--- src/rtl/char_lcd_nibble_sequencer_macros.svh ---
// Assertion macros for the LCD nibble sequencer.
// Each check is sampled on the rising edge of clk and is off while arst_n is low.
`ifndef CHAR_LCD_NIBBLE_SEQUENCER_MACROS_SVH
`define CHAR_LCD_NIBBLE_SEQUENCER_MACROS_SVH

`ifndef SYNTH

// Same-cycle implication.
`define CLNS_ASSERT_IMP(label, ante, cons) \
	label: assert property (@(posedge clk) disable iff (!arst_n) (ante) |-> (cons)) \
		else $error("clns: same-cycle check failed");

// Next-cycle implication.
`define CLNS_ASSERT_NXT(label, ante, cons) \
	label: assert property (@(posedge clk) disable iff (!arst_n) (ante) |=> (cons)) \
		else $error("clns: next-cycle check failed");

`else

`define CLNS_ASSERT_IMP(label, ante, cons)
`define CLNS_ASSERT_NXT(label, ante, cons)

`endif

`endif

--- src/rtl/clns_pkg.sv ---
package clns_pkg;

	localparam int BYTE_W = 8;
	localparam int NIB_W  = 4;
	localparam int PC_W   = 5;

	localparam logic [BYTE_W-1:0] CURSOR_ROW1 = 8'h80;
	localparam logic [BYTE_W-1:0] CURSOR_ROW2 = 8'hC0;
	localparam logic [BYTE_W-1:0] WAKE_BYTE   = 8'h03;
	localparam logic [BYTE_W-1:0] FOUR_BYTE   = 8'h02;

	localparam logic [1:0] ROW_ONE = 2'd1;
	localparam logic [1:0] ROW_TWO = 2'd2;

	typedef enum logic [2:0] {
		MODE_DATA   = 3'd0,
		MODE_CMD    = 3'd1,
		MODE_CURSOR = 3'd2,
		MODE_CLEAR  = 3'd3,
		MODE_HOME   = 3'd4,
		MODE_INIT   = 3'd5
	} mode_t;

	typedef enum logic [2:0] {
		CFG_FSET  = 3'd0,
		CFG_DON   = 3'd1,
		CFG_ENTRY = 3'd2,
		CFG_CLEAR = 3'd3,
		CFG_HOME  = 3'd4
	} cfg_idx_t;

	typedef enum logic [1:0] {
		WAIT_NONE = 2'd0,
		WAIT_150  = 2'd1,
		WAIT_2MS  = 2'd2,
		WAIT_5MS  = 2'd3
	} wait_t;

	// operand source of one microcode step
	typedef enum logic [2:0] {
		SRC_OPND  = 3'd0,
		SRC_FSET  = 3'd1,
		SRC_DON   = 3'd2,
		SRC_ENTRY = 3'd3,
		SRC_CLEAR = 3'd4,
		SRC_HOME  = 3'd5,
		SRC_WAKE  = 3'd6,
		SRC_FOUR  = 3'd7
	} src_t;

	typedef struct packed {
		logic [BYTE_W-1:0] fset;
		logic [BYTE_W-1:0] don;
		logic [BYTE_W-1:0] entry;
		logic [BYTE_W-1:0] clear;
		logic [BYTE_W-1:0] home;
	} cfg_words_t;

	typedef struct packed {
		src_t  src;
		logic  hi;    // send high nibble
		logic  rs;
		logic  pre;
		wait_t post;
		logic  done;  // final step, return to idle
	} uword_t;

	// program entry points
	localparam logic [PC_W-1:0] PC_DATA  = 5'd0;
	localparam logic [PC_W-1:0] PC_CMD   = 5'd2;
	localparam logic [PC_W-1:0] PC_CLEAR = 5'd4;
	localparam logic [PC_W-1:0] PC_HOME  = 5'd6;
	localparam logic [PC_W-1:0] PC_INIT  = 5'd8;

	function automatic uword_t mk(src_t s, logic h, logic r, logic p, wait_t w, logic d);
		uword_t u;
		u.src  = s;
		u.hi   = h;
		u.rs   = r;
		u.pre  = p;
		u.post = w;
		u.done = d;
		return u;
	endfunction

	// control store
	function automatic uword_t ucode(logic [PC_W-1:0] pc);
		uword_t u;
		unique case (pc)
			5'd0:    u = mk(SRC_OPND,  1'b1, 1'b1, 1'b0, WAIT_NONE, 1'b0);
			5'd1:    u = mk(SRC_OPND,  1'b0, 1'b1, 1'b0, WAIT_NONE, 1'b1);
			5'd2:    u = mk(SRC_OPND,  1'b1, 1'b0, 1'b0, WAIT_NONE, 1'b0);
			5'd3:    u = mk(SRC_OPND,  1'b0, 1'b0, 1'b0, WAIT_NONE, 1'b1);
			5'd4:    u = mk(SRC_CLEAR, 1'b1, 1'b0, 1'b0, WAIT_NONE, 1'b0);
			5'd5:    u = mk(SRC_CLEAR, 1'b0, 1'b0, 1'b0, WAIT_2MS,  1'b1);
			5'd6:    u = mk(SRC_HOME,  1'b1, 1'b0, 1'b0, WAIT_NONE, 1'b0);
			5'd7:    u = mk(SRC_HOME,  1'b0, 1'b0, 1'b0, WAIT_2MS,  1'b1);
			5'd8:    u = mk(SRC_WAKE,  1'b0, 1'b0, 1'b1, WAIT_5MS,  1'b0);
			5'd9:    u = mk(SRC_WAKE,  1'b0, 1'b0, 1'b0, WAIT_150,  1'b0);
			5'd10:   u = mk(SRC_WAKE,  1'b0, 1'b0, 1'b0, WAIT_NONE, 1'b0);
			5'd11:   u = mk(SRC_FOUR,  1'b0, 1'b0, 1'b0, WAIT_NONE, 1'b0);
			5'd12:   u = mk(SRC_FSET,  1'b1, 1'b0, 1'b0, WAIT_NONE, 1'b0);
			5'd13:   u = mk(SRC_FSET,  1'b0, 1'b0, 1'b0, WAIT_NONE, 1'b0);
			5'd14:   u = mk(SRC_DON,   1'b1, 1'b0, 1'b0, WAIT_NONE, 1'b0);
			5'd15:   u = mk(SRC_DON,   1'b0, 1'b0, 1'b0, WAIT_NONE, 1'b0);
			5'd16:   u = mk(SRC_CLEAR, 1'b1, 1'b0, 1'b0, WAIT_NONE, 1'b0);
			5'd17:   u = mk(SRC_CLEAR, 1'b0, 1'b0, 1'b0, WAIT_2MS,  1'b0);
			5'd18:   u = mk(SRC_ENTRY, 1'b1, 1'b0, 1'b0, WAIT_NONE, 1'b0);
			5'd19:   u = mk(SRC_ENTRY, 1'b0, 1'b0, 1'b0, WAIT_NONE, 1'b1);
			default: u = mk(SRC_OPND,  1'b0, 1'b0, 1'b0, WAIT_NONE, 1'b1);
		endcase
		return u;
	endfunction

endpackage

--- src/rtl/char_lcd_nibble_sequencer.sv ---
// channel  | handshake                 | payload
// ---------+---------------------------+------------------------------------------
// request  | start, busy               | mode, byte_value, row, column
// strobe   | strobe (one cycle)        | nibble, reg_select, pre_wait, post_wait, last
// config   | cfg_valid, cfg_ready      | cfg_index, cfg_data
//
// A request is dispatched first, then the step counter walks the control store
// with one strobe per step: two for a byte mode, twelve for initialization; a
// dropped request (spare mode, cursor row 0 or 3) never raises busy. Strobes
// are registered and show up in the cycle after their step.
// Reset (arst_n low) returns to idle and reloads the standard command words;
// the receiver cannot stall and cfg_ready is always high.
`include "char_lcd_nibble_sequencer_macros.svh"

module char_lcd_nibble_sequencer (
	input  logic       clk,
	input  logic       arst_n,
	input  logic       start,
	output logic       busy,
	input  logic [2:0] mode,
	input  logic [7:0] byte_value,
	input  logic [1:0] row,
	input  logic [7:0] column,
	output logic       strobe,
	output logic [3:0] nibble,
	output logic       reg_select,
	output logic       pre_wait,
	output logic [1:0] post_wait,
	output logic       last,
	input  logic       cfg_valid,
	output logic       cfg_ready,
	input  logic [2:0] cfg_index,
	input  logic [7:0] cfg_data
);
	import clns_pkg::*;

	cfg_words_t        words;
	logic              run_q;
	logic [PC_W-1:0]   pc_q;
	logic [BYTE_W-1:0] opnd_q;     // request byte, or finished cursor address
	logic              strobe_q;
	logic [NIB_W-1:0]  nibble_q;
	logic              rs_q;
	logic              pre_q;
	logic [1:0]        post_q;
	logic              last_q;

	logic              accept;
	logic              entry_ok;
	logic [PC_W-1:0]   entry_pc;
	logic [BYTE_W-1:0] cursor_byte;
	uword_t            uw;
	logic [BYTE_W-1:0] src_byte;

	assign cfg_ready = 1'b1;

	clns_cfg_regs u_cfg (
		.clk       (clk),
		.arst_n    (arst_n),
		.cfg_valid (cfg_valid),
		.cfg_index (cfg_index),
		.cfg_data  (cfg_data),
		.words     (words)
	);

	assign busy   = run_q;
	assign accept = start && !run_q;

	// column counts from 1; the minus one wraps in 8 bits
	assign cursor_byte = (column - 8'd1) | ((row == ROW_TWO) ? CURSOR_ROW2 : CURSOR_ROW1);

	// dispatch: jump to the mode's routine, or drop the request
	always_comb begin
		entry_ok = 1'b1;
		entry_pc = PC_DATA;
		unique case (mode)
			MODE_DATA:   entry_pc = PC_DATA;
			MODE_CMD:    entry_pc = PC_CMD;
			MODE_CURSOR: begin
				entry_pc = PC_CMD;
				entry_ok = (row == ROW_ONE) || (row == ROW_TWO);
			end
			MODE_CLEAR:  entry_pc = PC_CLEAR;
			MODE_HOME:   entry_pc = PC_HOME;
			MODE_INIT:   entry_pc = PC_INIT;
			default:     entry_ok = 1'b0;
		endcase
	end

	assign uw = ucode(pc_q);

	// operand mux driven by the control word
	always_comb begin
		unique case (uw.src)
			SRC_OPND:  src_byte = opnd_q;
			SRC_FSET:  src_byte = words.fset;
			SRC_DON:   src_byte = words.don;
			SRC_ENTRY: src_byte = words.entry;
			SRC_CLEAR: src_byte = words.clear;
			SRC_HOME:  src_byte = words.home;
			SRC_WAKE:  src_byte = WAKE_BYTE;
			SRC_FOUR:  src_byte = FOUR_BYTE;
			default:   src_byte = opnd_q;
		endcase
	end

	// step counter
	always_ff @(posedge clk or negedge arst_n) begin
		if (!arst_n) begin
			run_q <= 1'b0;
			pc_q  <= '0;
		end else if (accept) begin
			run_q <= entry_ok;
			pc_q  <= entry_pc;
		end else if (run_q) begin
			if (uw.done) begin
				run_q <= 1'b0;
			end else begin
				pc_q <= pc_q + 5'd1;
			end
		end
	end

	always_ff @(posedge clk) begin
		if (accept) begin
			opnd_q <= (mode == MODE_CURSOR) ? cursor_byte : byte_value;
		end
	end

	// registered strobe outputs
	always_ff @(posedge clk or negedge arst_n) begin
		if (!arst_n) begin
			strobe_q <= 1'b0;
		end else begin
			strobe_q <= run_q;
		end
	end

	always_ff @(posedge clk) begin
		if (run_q) begin
			nibble_q <= uw.hi ? src_byte[7:4] : src_byte[3:0];
			rs_q     <= uw.rs;
			pre_q    <= uw.pre;
			post_q   <= uw.post;
			last_q   <= uw.done;
		end
	end

	assign strobe     = strobe_q;
	assign nibble     = nibble_q;
	assign reg_select = rs_q;
	assign pre_wait   = pre_q;
	assign post_wait  = post_q;
	assign last       = last_q;

	`CLNS_ASSERT_NXT(a_done_ends_run, run_q && uw.done, !run_q)
	`CLNS_ASSERT_NXT(a_step_gives_strobe, run_q, strobe)
	`CLNS_ASSERT_NXT(a_idle_no_strobe, !run_q, !strobe)
	`CLNS_ASSERT_IMP(a_last_when_idle, strobe && last, !busy)
	`CLNS_ASSERT_IMP(a_pre_not_last, strobe && pre_wait, !last && !reg_select)

endmodule

--- src/rtl/clns_cfg_regs.sv ---
module clns_cfg_regs (
	input  logic                 clk,
	input  logic                 arst_n,
	input  logic                 cfg_valid,
	input  logic [2:0]           cfg_index,
	input  logic [7:0]           cfg_data,
	output clns_pkg::cfg_words_t words
);
	import clns_pkg::*;

	cfg_words_t words_q;

	always_ff @(posedge clk or negedge arst_n) begin
		if (!arst_n) begin
			words_q.fset  <= 8'h28;
			words_q.don   <= 8'h0E;
			words_q.entry <= 8'h06;
			words_q.clear <= 8'h01;
			words_q.home  <= 8'h02;
		end else if (cfg_valid) begin
			// unknown indexes drop the write
			unique case (cfg_index)
				CFG_FSET:  words_q.fset  <= cfg_data;
				CFG_DON:   words_q.don   <= cfg_data;
				CFG_ENTRY: words_q.entry <= cfg_data;
				CFG_CLEAR: words_q.clear <= cfg_data;
				CFG_HOME:  words_q.home  <= cfg_data;
				default: ;
			endcase
		end
	end

	assign words = words_q;

endmodule

--- config.mk ---
export PLATFORM = sky130hd
export DESIGN_NAME = char_lcd_nibble_sequencer
export DESIGN_NICKNAME = d
export VERILOG_FILES = /design/src/rtl/clns_pkg.sv /design/src/rtl/char_lcd_nibble_sequencer.sv /design/src/rtl/clns_cfg_regs.sv
export VERILOG_INCLUDE_DIRS = /design/src /design/src/rtl
export SDC_FILE = /design/constraint.sdc
export NUM_CORES = 1
export LEC_CHECK = 0
export ABC_AREA = 1
export ABC_CLOCK_PERIOD_IN_PS = 2740
export BUFFER_PORTS_ARGS = -buffer_cell sky130_fd_sc_hd__buf_2
export CORE_ASPECT_RATIO = 1.2
export CORE_MARGIN = 8
export CORE_UTILIZATION = 55
export CTS_BUF_LIST = sky130_fd_sc_hd__clkbuf_2
export DETAILED_ROUTE_END_ITERATION = 7
export GPL_ROUTABILITY_DRIVEN = 1
export PLACE_DENSITY = 0.73
export SYNTH_ARGS = -nofsm -noshare
export SYNTH_HDL_FRONTEND = slang
export SYNTH_SLANG_ARGS = --single-unit
--- constraint.sdc ---
create_clock -name clk -period 2.74 [get_ports clk]
set_clock_uncertainty 0.2 [all_clocks]
set_input_delay 0.274 -clock clk [delete_from_list [all_inputs] [get_ports clk]]
set_output_delay 0.274 -clock clk [all_outputs]
set_load 0.1 [all_outputs]
; Word-level counts from Yosys, hierarchy flattened
; Memory sizes are Yosys's and may differ from the RTL's.
; Index checks and enable logic that the tools add are counted.
[op_classes]
add_sub_neg = 2
n_bitwise = 1
n_reduce_logical = 15
eq_ne = 19
n_mux = 12
[ops]
columns = op, n
row1 = one-hot mux 8 bit (8 select lines), 1
row2 = == test 3 bit (second input constant), 7
row3 = == test 3 x 2 -> 1 bit (second input constant), 6
row4 = one-hot mux 4 bit (4 select lines), 1
row5 = two-way mux 5 bit, 3
row6 = AND reduction 2 bit, 6
row7 = == test 3 x 1 -> 1 bit (second input constant), 3
row8 = zero test 3 bit, 3
row9 = two-way mux 8 bit, 1
row10 = OR 8 bit, 1
row11 = subtractor 8 x 1 -> 8 bit (second input constant), 1
row12 = two-way mux 7 bit, 1
row13 = adder 5 x 1 -> 5 bit (second input constant), 1
row14 = OR reduction 5 bit, 1
row15 = two-way mux 4 bit, 1
row16 = two-way mux 1 bit, 3
row17 = == test 2 x 1 -> 1 bit (second input constant), 1
row18 = == test 2 bit (second input constant), 1
row19 = inequality test 2 bit (second input constant), 1
row20 = one-hot mux 1 bit (2 select lines), 1
row21 = nonzero test 2 bit, 1
row22 = OR reduction 2 bit, 1
row23 = logical AND 1 bit, 1
row24 = zero test 1 bit, 1
row25 = logical OR 1 bit, 1
[totals]
out_inout_bits = 12
rom_bits = 288
wordCells = 64
in_bits = 36
mem_count = 1
ff_bits = 64
[mem_list]
columns = memory, words, width, rd, rd_clocked_by_memory_dff, wr, line_no
row1 = (name not given), 32, 9, 1, 0, 0, clns_pkg.sv:89  ; unique case (pc)

; Depth between registers and ports, before layout
; Gate-level depths: netlist of the first run.
[depth]
depth_word = 4
ltp_mapped = 13
mapped_depth_nobuf = 13

; Modules after synthesis
; Synthesis of the first run repeated with hierarchy kept, for this count alone.
[unflattened]
hier_cells = 467
hier_area_um2 = 3696.0
[by_module_without_submodules]
columns = mod, cells_per_inst, n_inst, area_each_um2, seq_area_each_um2
row1 = char_lcd_nibble_sequencer, 285, 1, 2026.9, 685.7
row2 = clns_cfg_regs, 182, 1, 1669.1, 1012.2

; Least setup slack after synthesis of the first run
; Ideal clock, no wire load.
[synth_path]
kind = reg2reg
startpoint = reg run_q (netlist: busy)
endpoint = reg run_q (netlist: busy)
arrival_ns = 1.934
path_buffers = 1
path_stages_with_launch = 6
path_slack_ns = 0.461
setup_time_ns = 0.145
cell_sequence = dfrtp_1 > or2_2 > clkbuf_1 > inv_1 > o21ai_0 > o21ai_0
[synth_between]
elab_chain_len = 3
elab_cells_between_ends = 4
[synth_rtl]
columns = element, line_no
row1 = "start, declared", char_lcd_nibble_sequencer.sv:38  ; logic run_q;
row2 = "start signal, assigned", char_lcd_nibble_sequencer.sv:113  ; run_q <= entry_ok;
row3 = zero test 1 bit, char_lcd_nibble_sequencer.sv:67  ; assign accept = start && !run_q;
row4 = logical AND 1 bit, char_lcd_nibble_sequencer.sv:67
row5 = net accept, char_lcd_nibble_sequencer.sv:48  ; logic accept;
row6 = two-way mux 1 bit, char_lcd_nibble_sequencer.sv:112  ; end else if (accept) begin
; The timed path passes the listed nets, and every way through them passes these cells.
; A chain may end at the register's enable or synchronous reset.

; Final worst setup path of the first run
[layout_path]
startpoint = in mode[1]
endpoint = reg opnd_q[6] (data pin)
[layout_between]
elab_chain_len = 2
[layout_rtl]
columns = element, line_no
row1 = "start, declared", char_lcd_nibble_sequencer.sv:20  ; input logic [2:0] mode,
row2 = == test 3 x 2 -> 1 bit, char_lcd_nibble_sequencer.sv:126  ; opnd_q <= (mode == MODE_CURSOR) ? cursor_byte : byte_value;
row3 = two-way mux 8 bit, char_lcd_nibble_sequencer.sv:126
row4 = "end signal, assigned", char_lcd_nibble_sequencer.sv:126
row5 = "end, declared", char_lcd_nibble_sequencer.sv:40  ; logic [BYTE_W-1:0] opnd_q;
; Every way passes these cells.

==> results of run 1 <==
## stage by stage
step	cell area (µm²)	cells	util [%]	power (W)	hold WS (ns)
finish	4018	574	66.83	0.004710	0.04597
global placement	3656	529	60.81	0.004170	0.2661
floorplan	3387	411	-	0.003708	-0.2216
CTS	4005	572	66.62	0.004699	0.0009398
detailed placement	3656	529	60.81	0.004222	0.2735
global route	4018	574	66.83	0.005043	0.08064
## how the worst max path moves through the flow
stage               cells past startpoint                start  slack, ns                  end
floorplan                               5       busy$_DFF_PN0_       0.46       busy$_DFF_PN0_
global placement                       10  pc_q[3]$_DFFE_PN0P_       0.40  nibble[3]$_DFFE_PP_
detailed placement                     10  pc_q[3]$_DFFE_PN0P_       0.40  nibble[3]$_DFFE_PP_
CTS                                    10              mode[0]       0.19  opnd_q[6]$_DFFE_PP_
global route                           11              mode[1]       0.06  opnd_q[6]$_DFFE_PP_
finish                                 11              mode[1]       0.14  opnd_q[6]$_DFFE_PP_
## sequential cells by signal, summed over array words and instances, names as in the netlist
name,cells
u_cfg.words,40
opnd_q,8
pc_q,5
nibble,4
post_wait,2
busy,1
last,1
pre_wait,1
reg_select,1
strobe,1
## logic make-up (layout without fill, tap and decap cells)
kind of cell	after synthesis	in the layout	share of synthesized area, %
flip-flops	64	64	50.13
adder cells (fa/ha/maj)	9	9	3.325
AO/OA/AOI/OAI	67	67	10.71
other	1	2	0.1107
buffers and inverters	52	132	6.908
XOR/XNOR	5	5	1.293
AND/OR/NAND/NOR	213	213	27.52
## layer usage
layer / part of all wire (%) / vias to the layer above / wire length, µm / GRT usage (%)
li1: - / 1493 / - / -
met1: 43 / 1350 / 3472 / 23.16
met2: 49 / 76 / 3915 / 31.31
met3: 5.9 / 15 / 472 / 4.264
met4: 2.0 / 0 / 157 / 8.753
met5: 0 / - / 0 / 0
## cell type report
class                           instances  share of cell area [%]
Sequential cell                        64                   42.26
Multi-Input combinational cell        295                   36.22
Timing Repair Buffer                   76                   13.14
Inverter                               40                   3.799
Tap cell                               82                   2.554
Clock buffer                           11                   1.370
Clock inverter                          5                  0.5917
Antenna cell                            1                 0.06229
## worst register-to-register path, delay by kind of cell (launching register included)
| kind | cells | cell delay [ns] |
|---|---|---|
| and+or+nand+nor | 6 | 0.75 |
| DFF | 1 | 0.54 |
| adders and majority gates | 1 | 0.29 |
| buffers and inverters | 2 | 0.30 |
| AOI/OAI and AO/OA | 1 | 0.10 |
## power by group through the flow
stage                     clock network (W)  registers, W  logic [W]
after global routing               0.000506       0.00156    0.00298
after CTS                          0.000462       0.00152    0.00272
after global placement                    0       0.00154    0.00263
after floorplan                           0       0.00209    0.00162
final                              0.000466       0.00152    0.00273
after detailed placement                  0       0.00154    0.00268
## repair_timing
action                                  CTS  global route
hold buffers                             27             1
endpoints found under the setup margin    0             1
endpoints found under the hold margin    90             1
gates resized for setup                   0             1
## cells in the final DEF, fill, tap and decap left out, types with 2 or more instances in the layout
cell	count
or2_2	3
nand2_4	2
edfxtp_1	17
nand2_1	122
nor2_4	2
nand3_1	34
buf_4	3
dlygate4sd3_1	28
nand3b_1	2
nand4_1	2
nor3_1	5
a31oi_1	3
clkinv_2	2
inv_1	36
ha_1	9
o211ai_1	2
inv_4	2
buf_2	45
o21ai_1	4
nand3_2	2
dfrtp_1	38
inv_2	3
clkinv_1	2
xnor2_1	4
o21ai_0	53
clkbuf_2	11
dfstp_2	9
nor2_1	36
==> impl_metrics.tcl, run 1 <==
set metrics [dict create \
    critPathArrivalTime_ns 2.70 \
    syn-num-nets 456 \
    hp-class "in -> reg" \
    fin_nets 531 \
    r2r_start "pc_q[3]$_DFFE_PN0P_" \
    port_buffers 45 \
    p_leak_nw 2.009 \
    cp_cell_sequence "dlygate4sd3_1 > buf_2 > inv_1 > nor2_1 > inv_1 > nor2_1 > inv_2 > or2_2 > o22ai_1 > dlygate4sd3_1 > inv_1" \
    place_ws_ns 0.3995 \
    drive_above_1_share_pct 17.92 \
    antenna_found_initial 1 \
    drc 0 \
    clock-root-buffer "clkbuf_2" \
    coreArea_um2 6012 \
    die-width_um 87.64 \
    grt_max_degree 48 \
    hold_path_depth 5 \
    outcome "complete, no violations" \
    grt_first_pass_wirelength_um 13050 \
    clkTransAtPathRegs_ns 0.18 \
    wirelength_um 8018 \
    cts_sinks 64 \
    overflow 0 \
    fillers 512 \
    rsz0062_at_grt "false" \
    crit_type "in -> reg" \
    synth.yosys.seq_area_share_pct 50.13 \
    switchingPower_w 0.002559 \
    cp_top_family "buffers and inverters" \
    r2r_end "nibble[1]$_DFFE_PP_" \
    worstPathBufferInverterCount 7 \
    dp.final_hpwl_um 5377 \
    initialDrtViolationCount 167 \
    ys_warn_count 0 \
    area_growth_pct 18.62 \
    rrSetupSlack_ns 0.32 \
    numCtsBuffers 9 \
    firstDrtPassIters 5 \
    synthesis.area_um2 3387 \
    setup_violations 0 \
    ioPinCount 48 \
    netSwitchingFraction_pct 54.32 \
    synth-seq-cells 64 \
    synth-async-reset-ratio_pct 73.44 \
    slew_viol_final 0 \
    endpoint_kind "flop" \
    min_from "start" \
    ys_types 36 \
    synth-main-ff-cell "dfrtp_1" \
    cp_common_cell "inv_1" \
    min_to "pc_q[4]$_DFFE_PN0P_" \
    dieArea_um2 8936 \
    cp.required_ns 2.84 \
    yosys.area.top_type "dfrtp_1" \
    post-route-period-util_pct 95.05 \
    die_h_um 102.0 \
    slew-limit-headroom_pct 29.95 \
    cts_tree "built" \
    finalCriticalPeriod_ns 2.604 \
    seq_area_um2 1698 \
    vias 2934 \
    grt_use_total_pct 19.04 \
    p_per_area_nw_per_um2 1172 \
    p_comb_share_pct 57.9 \
    r2r_cells 10 \
    routabilityCongestion 0.8652 \
    grt_pass1_vias 2804 \
    power_frac_seq_pct 32.3 \
    p_clk_share_pct 9.9 \
    ir_drop_uv 1066 \
    cp_max_fo 11 \
    crit_slowest_cell "dlygate4sd3_1" \
    synth_edf_count 17 \
    clk_path_buf_depth 2 \
    setup-tns-final_ns 0 \
    viasPerCell 5.111 \
    clkLatencyLatePin_ns 0.51 \
    setup.worst_path.start_class "input pin" \
    initial_core_util_pct 56.34 \
    timing.fmax_mhz 384.0 \
    yosys-top-cells-area "dfrtp_1 28%, edfxtp_1 15%, nand2_1 14%" \
    post_cts_buffers 0 \
    rows 31 \
    critPathMaxStageDelay_ns 0.56 \
    multi_input_area_um2 1455 \
    netlist_instances 411 \
    htreeDepth 3 \
    p_int_w 0.002151 \
    antenna_left 0 \
    wl_per_cell_um 13.97 \
    cap_violations 0 \
    yosys.cell_count.top_type "nand2_1" \
    worstMarginPinSlew_ns 1.051 \
    layout_setup_ws_ns 0.1357 \
    syn_area_per_cell_um2 8.241 \
    hold_violations 0 \
    yosys-top-cells-count "122 x nand2_1, 53 x o21ai_0, 38 x dfrtp_1, 37 x inv_1, 36 x nor2_1" \
    netlist.area_leader.share_pct 28.08 \
]
(Power assumes the default switching activity.)
==> run 2: changes to the inputs <==
Settings changed: ABC_AREA 1 to unset.
==> run 2 against run 1 <==
Compared with the run above:
- first-iteration DRC count fell by 14%
- sequential cell count is the same
- clock power rose by 55%
- combinational power fell by 16%
- global-route usage about the same
- sequential share of layout area decreased by 2.3 points
- critical path depth down 5
==> impl_metrics.tcl, run 2 <==
set metrics [dict create \
    cp-startpoint "pc_q[0]$_DFFE_PN0P_" \
    yosys-top-cells-area "dfrtp_1 27%, edfxtp_1 15%, mux2_2 13%" \
    stdcell_area_um2 4247 \
    finalCriticalPeriod_ns 2.433 \
    htreeDepth 3 \
    fin_nets 427 \
    grt_max_degree 47 \
    grt_pass1_vias 2721 \
    drive_above_1_share_pct 35.40 \
    synthesis.area_um2 3480 \
    final_util_pct 69.73 \
    hp-class "in -> reg" \
    initialDrtViolationCount 144 \
    p_leak_nw 1.809 \
    clk_path_buf_depth 2 \
    synth_top_family_by_area "compound AO/OA/AOI/OAI gates" \
    placedInstanceArea_um2 3809 \
    synth-simple-area-share_pct 11.61 \
    vias 2612 \
    setup-tns-final_ns 0 \
    routabilityCongestion 0.8104 \
    synth-seq-cells 64 \
    synth_mux_area_share_pct 14.92 \
    drc 0 \
    yosys.area.top_type "dfrtp_1" \
    diodes 0 \
    grt_first_pass_wirelength_um 13210 \
    r2r_start "pc_q[0]$_DFFE_PN0P_" \
    synth-main-ff-cell "dfrtp_1" \
    syn_area_per_cell_um2 11.60 \
    antenna_found_initial 0 \
    initial_core_util_pct 57.14 \
    synth.yosys.seq_area_share_pct 48.80 \
    synth_edf_count 17 \
    setup_violations 0 \
    final_cell_mix "45 x buf_2, 39 x mux2_2, 38 x dfrtp_1, 28 x dlygate4sd3_1, 26 x nand2_1" \
    rrSetupSlack_ns 0.31 \
    slew-limit-headroom_pct 32.87 \
    hold_ws_ns 0.03373 \
    netlist.area_leader.share_pct 27.33 \
    worstMarginPinSlew_ns 1.007 \
    clkTransAtPathRegs_ns 0.18 \
    post-route-period-util_pct 88.80 \
    endpoint_kind "flop" \
    slew_viol_final 0 \
    clock-root-buffer "clkbuf_2" \
    synth-xor-area-share_pct 2.265 \
    cp_max_fo 7 \
    wl_per_cell_um 16.61 \
    rsz0062_at_grt "false" \
    wirelength_um 7788 \
    viasPerCell 5.569 \
    cts_resized 0 \
    hold_violations 0 \
    cap_violations 0 \
    ir_drop_uv 674.7 \
    crit_type "reg -> reg" \
    r2r_end "nibble[1]$_DFFE_PP_" \
    numCtsBuffers 9 \
    worstSetupEndpoint "nibble[1]$_DFFE_PP_" \
    netlist_instances 300 \
    synth_compound_area_share_pct 15.10 \
    antenna_left 0 \
    coreArea_um2 6090 \
    syn-num-nets 345 \
    cts_sinks 64 \
    area_growth_pct 22.04 \
    critPathArrivalTime_ns 2.55 \
    rows 31 \
    largest_reg_flops 40 \
    outcome "complete, no violations" \
    ys_warn_count 0 \
    setup.worst_path.start_class "flop" \
    r2r_cells 6 \
    firstDrtPassIters 4 \
    synth_fa_ha_area_share_pct 3.236 \
    cp.required_ns 2.85 \
    clkLatencyLatePin_ns 0.47 \
    port_buffers 45 \
    cts_tree "built" \
    dieArea_um2 9138 \
    ioPinCount 48 \
    die_h_um 103.1 \
    p_per_area_nw_per_um2 1059 \
    grt_use_total_pct 19.00 \
    dp.final_hpwl_um 5366 \
    yosys.cell_count.top_type "mux2_2" \
    yosys-top-cells-count "39 x mux2_2, 38 x dfrtp_1, 26 x nand2_1, 24 x o21ai_0, 17 x edfxtp_1" \
    timing.fmax_mhz 411.0 \
    final_common_cell "buf_2" \
    die-width_um 88.61 \
    synth-async-reset-ratio_pct 73.44 \
    overflow 0 \
    ys_types 60 \
    fillers 456 \
]
## run 2: cell types whose count changed in the layout (fill, tap and decap cells not counted), moves of 9 or more
cell,previous run,this run
nor2b_1,0,9
nor2_1,36,15
nand2_1,122,26
inv_1,36,13
o21ai_0,53,24
mux2_2,0,39
nand3_1,34,3
## run 2: layer usage
metal / GRT usage (%) / up-vias / wire length [µm]
met4: 6.910 / 0 / 85
li1: - / 1253 / -
met2: 32.70 / 79 / 4011
met3: 4.147 / 6 / 441
met5: 0 / - / 0
met1: 22.56 / 1274 / 3249
## run 2: what timing repair did
| action | 4_1_cts | 5_1_grt |
|---|---|---|
| hold buffers | 27 | 1 |
| buffers inserted | 0 | 0 |
| endpoints found under the hold margin | 90 | 1 |
## run 2: cell families (layout without fill, tap and decap cells)
| group | after synthesis | count (layout) |
|---|---|---|
| xor+xnor | 9 | 9 |
| other cells | 1 | 1 |
| fa+ha+maj | 9 | 9 |
| buf+inv | 28 | 115 |
| mux | 47 | 47 |
| compound gates | 68 | 68 |
| simple gates | 74 | 74 |
| flops | 64 | 64 |
## run 2: worst min-delay path by stage
stage                                     start                          end  slack [ns]  cells past startpoint
floorplan                                arst_n               busy$_DFF_PN0_       -0.22                      0
global placement    u_cfg.words[10]$_DFFE_PN0P_  u_cfg.words[10]$_DFFE_PN0P_        0.28                      1
detailed placement  u_cfg.words[15]$_DFFE_PN0P_  u_cfg.words[15]$_DFFE_PN0P_        0.29                      1
CTS                                   column[6]          opnd_q[6]$_DFFE_PP_       0.001                      3
global route                          column[5]          opnd_q[5]$_DFFE_PP_        0.01                      3
finish                                column[5]          opnd_q[5]$_DFFE_PP_        0.03                      3
## run 2: per-stage QoR
step	std cells	setup slack [ns]	power [W]
2_1_floorplan	300	0.3340	0.003265
3_3_place_gp	425	0.3751	0.003700
3_5_place_dp	425	0.3135	0.003753
4_1_cts	468	0.3076	0.004517
5_1_grt	469	0.1406	0.004749
6_report	469	0.3069	0.004498
## run 2: cell type report
type	count	area, µm²	share of cell area [%]
Clock buffer	10	50.05	1.179
Clock inverter	6	107.6	2.534
Inverter	15	56.30	1.326
Multi-Input combinational cell	208	1644	38.72
Sequential cell	64	1698	39.98
Tap cell	82	102.6	2.416
Timing Repair Buffer	84	588.1	13.85
## run 2: power breakdown
part | internal (W) | switching (W)
combinational | 0.000788 | 0.00151
sequential | 0.00132 | 0.000158
clock | 0.000395 | 0.000329
total | 0.00250 | 0.00200
## run 2: critical path, stage by stage, from the launching register on
cell	delay, ns
dfrtp_1	0.50
ha_1	0.30
or2_4	0.27
a2111oi_4	0.51
a2bb2oi_1	0.13
o211a_1	0.15
o32ai_2	0.23
